==> src/rtl/bsa_ram.sv <==
// ----------------------------------------------------------------------------
// Generic simple dual-port RAM
// One write port and one read port, with the read data registered.
// ----------------------------------------------------------------------------
module bsa_ram #(
   parameter int WIDTH = 64,
   parameter int DEPTH = 64
) (
   input  logic                                   clock,
   input  logic                                   wr_en,
   input  logic [(DEPTH > 1 ? $clog2(DEPTH) : 1)-1:0] wr_addr,
   input  logic [WIDTH-1:0]                       wr_data,
   input  logic [(DEPTH > 1 ? $clog2(DEPTH) : 1)-1:0] rd_addr,
   output logic [WIDTH-1:0]                       rd_data
);

   logic [WIDTH-1:0] mem_ff [DEPTH];
   logic [WIDTH-1:0] rd_data_ff;

   // Write port and registered read port.
   always_ff @(posedge clock) begin
      if (wr_en) begin
         mem_ff[wr_addr] <= wr_data;
      end
      rd_data_ff <= mem_ff[rd_addr];
   end

   assign rd_data = rd_data_ff;

endmodule

==> config.mk <==
export PLATFORM = sky130hd
export DESIGN_NAME = bsa_ram
export DESIGN_NICKNAME = d
export VERILOG_FILES = /design/src/rtl/bsa_ram.sv
export SDC_FILE = /design/constraint.sdc
export NUM_CORES = 2
export LEC_CHECK = 0
export BUFFER_PORTS_ARGS = -buffer_cell sky130_fd_sc_hd__buf_2
export CAP_MARGIN = 5
export CORE_UTILIZATION = 30
export DETAILED_ROUTE_END_ITERATION = 7
export SYNTH_ARGS = -nofsm -noshare
export SYNTH_HDL_FRONTEND = slang
export SYNTH_SLANG_ARGS = --single-unit
==> constraint.sdc <==
create_clock -name clock -period 11.3 [get_ports clock]
set_input_delay 0.565 -clock clock [delete_from_list [all_inputs] [get_ports clock]]
set_output_delay 0.565 -clock clock [all_outputs]
set_load 0.02 [all_outputs]
==> results.md <==
* Result of the run: finished clean
* Post-CTS Hold Buffers at 0
* Sequential area share after synthesis at about 79%
* Post-synth top area cell: edfxtp_1
* Finish-stage setup viols at 0
* Most frequent cells in the layout: 4,096 x edfxtp_1, 1,024 x mux4_2, 413 x clkbuf_16, 184 x buf_4, 168 x a22oi_1
* Vias in the first global route at 76,300
* Share of cells above drive strength 1 at ~28%
* Area Overhead vs Synth at 15.0%
* Synth Net Count at roughly 6,700
* Nets@finish at between 7,000 and 8,000
* Core area at between 500,000 and 600,000 sq um
* Clk buf depth at 4
* RSZ-0062 raised after global routing: no
* # IOs at between 100 and 150
* Skew-Pair Late Insertion Delay at 1.00 ns
* CP cell instances: buf_8, buf_4, buf_4, buf_4, mux4_2, a22o_1, nor2_1, a211oi_1
* CTS HTree Levels at 5
* Post-Syn Area per Cell at around 24 sq um
* CTS Sinks at between 4,000 and 5,000
* Largest net degree at the start of global routing at approximately 120
* Fin cells at 14,300
* First-pass GRT wire length at between 600,000 and 700,000 um
* CTS resizes at 0
* # port buffers at approximately 140
* Yosys top cell area share at 78.7%
* Max-cap violations at 0
* CTS tree: done
* Yosys warns at 0
* Max FO, Critical Path at 59
* Max Freq at roughly 270 MHz
* Final Skew at ~0.086 ns
* DR pass1 iterations at 6
* Peak supply drop at 0.000137 V
* Setup Total Neg Slack at 0 ns
* Tightest Pin Transition at about 1.4 ns
* Slowest CP cell: buf_4
* Initial antenna violation count at 67
* Arrival @ worst endpoint at ~4.5 ns
* Crit. End Element: flop
* Leak pwr at approximately 55 nW
* Cts bufs inserted at around 410
* Grt ovf at 0
* Routed WL at about 450,000 um
* Placer Congestion at around 0.77
* Kind of critical path: in2reg
* Ratio of final minimum period to clock period at 33.2%
* Crit start category: input pin
* Mapped Cells at approximately 6,600
* Vias at between 70,000 and 80,000
* Worst setup margin at about 7.5 ns
* Cell variety after synth at 33
* Hold Slack at between 0.2 and 0.25 ns
* Minimum period implied by the final worst setup slack at 3.75 ns
* Slew headroom at under 10%
* DR iter-0 viols at around 9,800
* Most common cell after layout, fill and taps aside: edfxtp_1
* Die Span Y at 724 um
* Required time of the worst setup path at between 10 and 15 ns
* Fill cells at around 47,000
* Final Slew Violations at 0
* Wire per inst at between 30 and 40 um
* Initial Util at between 30% and 40%
* Crit-path most repeated cell: buf_4
* Placed cell count at between 10,000 and 15,000
* Reg clk slew, reported paths at about 0.06 ns
* Power per standard cell area at roughly 180 nW/um^2
* Horiz. Die Dim at between 700 and 800 um
* CP Buf/Inv Count at 4
* Hpwl dp at around 240,000 um
* Total GRT Usage at approximately 17%
* Final Hold Vio Count at 0
* Class of the worst hold path: in2reg
* # DRC at 0
* Worst slack at placement at ~6.5 ns
* Via density per instance at 5.32
* Mapped cell area at 156,000 sq um
* Site Rows at between 200 and 300
* CP top delay family: buffers and inverters
* Final ANT Viol Nets at 0
* Root Buffer: clkbuf_16
* Slowest stage delay, CP at ~0.81 ns
* Die area at 524,000 sq um
* Synth area leaders: edfxtp_1 79%, mux4_2 15%, mux2i_1 0.86%
* Post-CTS setup buffers at 0
* FF+latch count, synth at approximately 4,200
[Yosys cell counts]
master	instances
edfxtp_1	4096
mux4_2	1024
buf_2	170
a22oi_1	168
clkbuf_1	140
mux2i_1	135
nor2_1	112
a22o_1	88
o22ai_1	83
and3_1	64
dfxtp_1	64
a211oi_1	63
nand2_1	58
nand3_1	45
o221ai_1	38
buf_4	34
or3_1	29
nor2b_1	28
or2_2	28
a41oi_1	26
buf_1	20
a2bb2oi_1	19
inv_1	19
a31oi_1	18
nand2b_1	11
buf_6	6
and2_1	3
nand3b_1	2
nand4_1	2
nor3_1	2
a31o_1	1
nand4b_1	1
or3b_2	1
[worst paths after layout]
kind / start / end / slack, ns / depth (start not counted)
setup / recovery: rd_addr[1] / rd_data[60]$_DFF_P_ / 7.55 / 8
hold / removal: wr_data[9] / mem_ff[18][9]$_DFFE_PP_ / 0.25 / 2
setup reg to reg: mem_ff[11][48]$_DFFE_PP_ / rd_data[48]$_DFF_P_ / 8.99 / 5
hold reg to reg: mem_ff[39][63]$_DFFE_PP_ / rd_data[63]$_DFF_P_ / 0.85 / 4
[registers in the layout, summed over array words and instances, names as in the netlist]
name and count:
mem_ff 4096, rd_data 64
[area by class of cell]
class | instances | area (sq um) | share of cell area [%]
well taps | 6916 | 8650 | 4.81
diodes | 29 | 72.6 | 0.0403
clock buffers | 526 | 11000 | 6.13
multi-input cells | 2049 | 30800 | 17.1
clock inverters | 233 | 2650 | 1.47
repair buffers | 336 | 2340 | 1.30
flip-flops and latches | 4160 | 124000 | 69.1
inverters | 19 | 71.3 | 0.0396
[routing by layer]
| layer | track usage (%) | vias to the layer above | share of wire [%] |
|---|---|---|---|
| met4 | 5.10 | 20 | 3.4 |
| met3 | 2.90 | 770 | 8.4 |
| met1 | 22.8 | 41900 | 40 |
| met2 | 27.9 | 3834 | 49 |
| li1 | - | 29300 | - |
| met5 | 0 | - | 0.029 |
[through the flow]
step           instance area (sq um)  total power [mW]  utilization, %
2_1_floorplan                 156000              18.3               -
6_report                      180000              32.5            34.7
4_1_cts                       180000              32.7            34.7
5_1_grt                       180000              33.3            34.7
3_5_place_dp                  166000              19.0            32.1
3_3_place_gp                  166000              19.0            32.1
[cells by family after synthesis]
| group | synth area share, % |
|---|---|
| AOI/OAI and AO/OA | 2.48 |
| DFF | 79.5 |
| and+or+nand+nor | 1.24 |
| muxes | 15.6 |
| buffers and inverters | 1.18 |
[power breakdown]
part	switching, mW	internal, mW	total [mW]
Clock	5.94	7.88	13.8
Combinational	0.953	0.519	1.47
Sequential	0.0817	17.1	17.2
Total	6.98	25.5	32.5
Power figures use the tool's default switching activity.
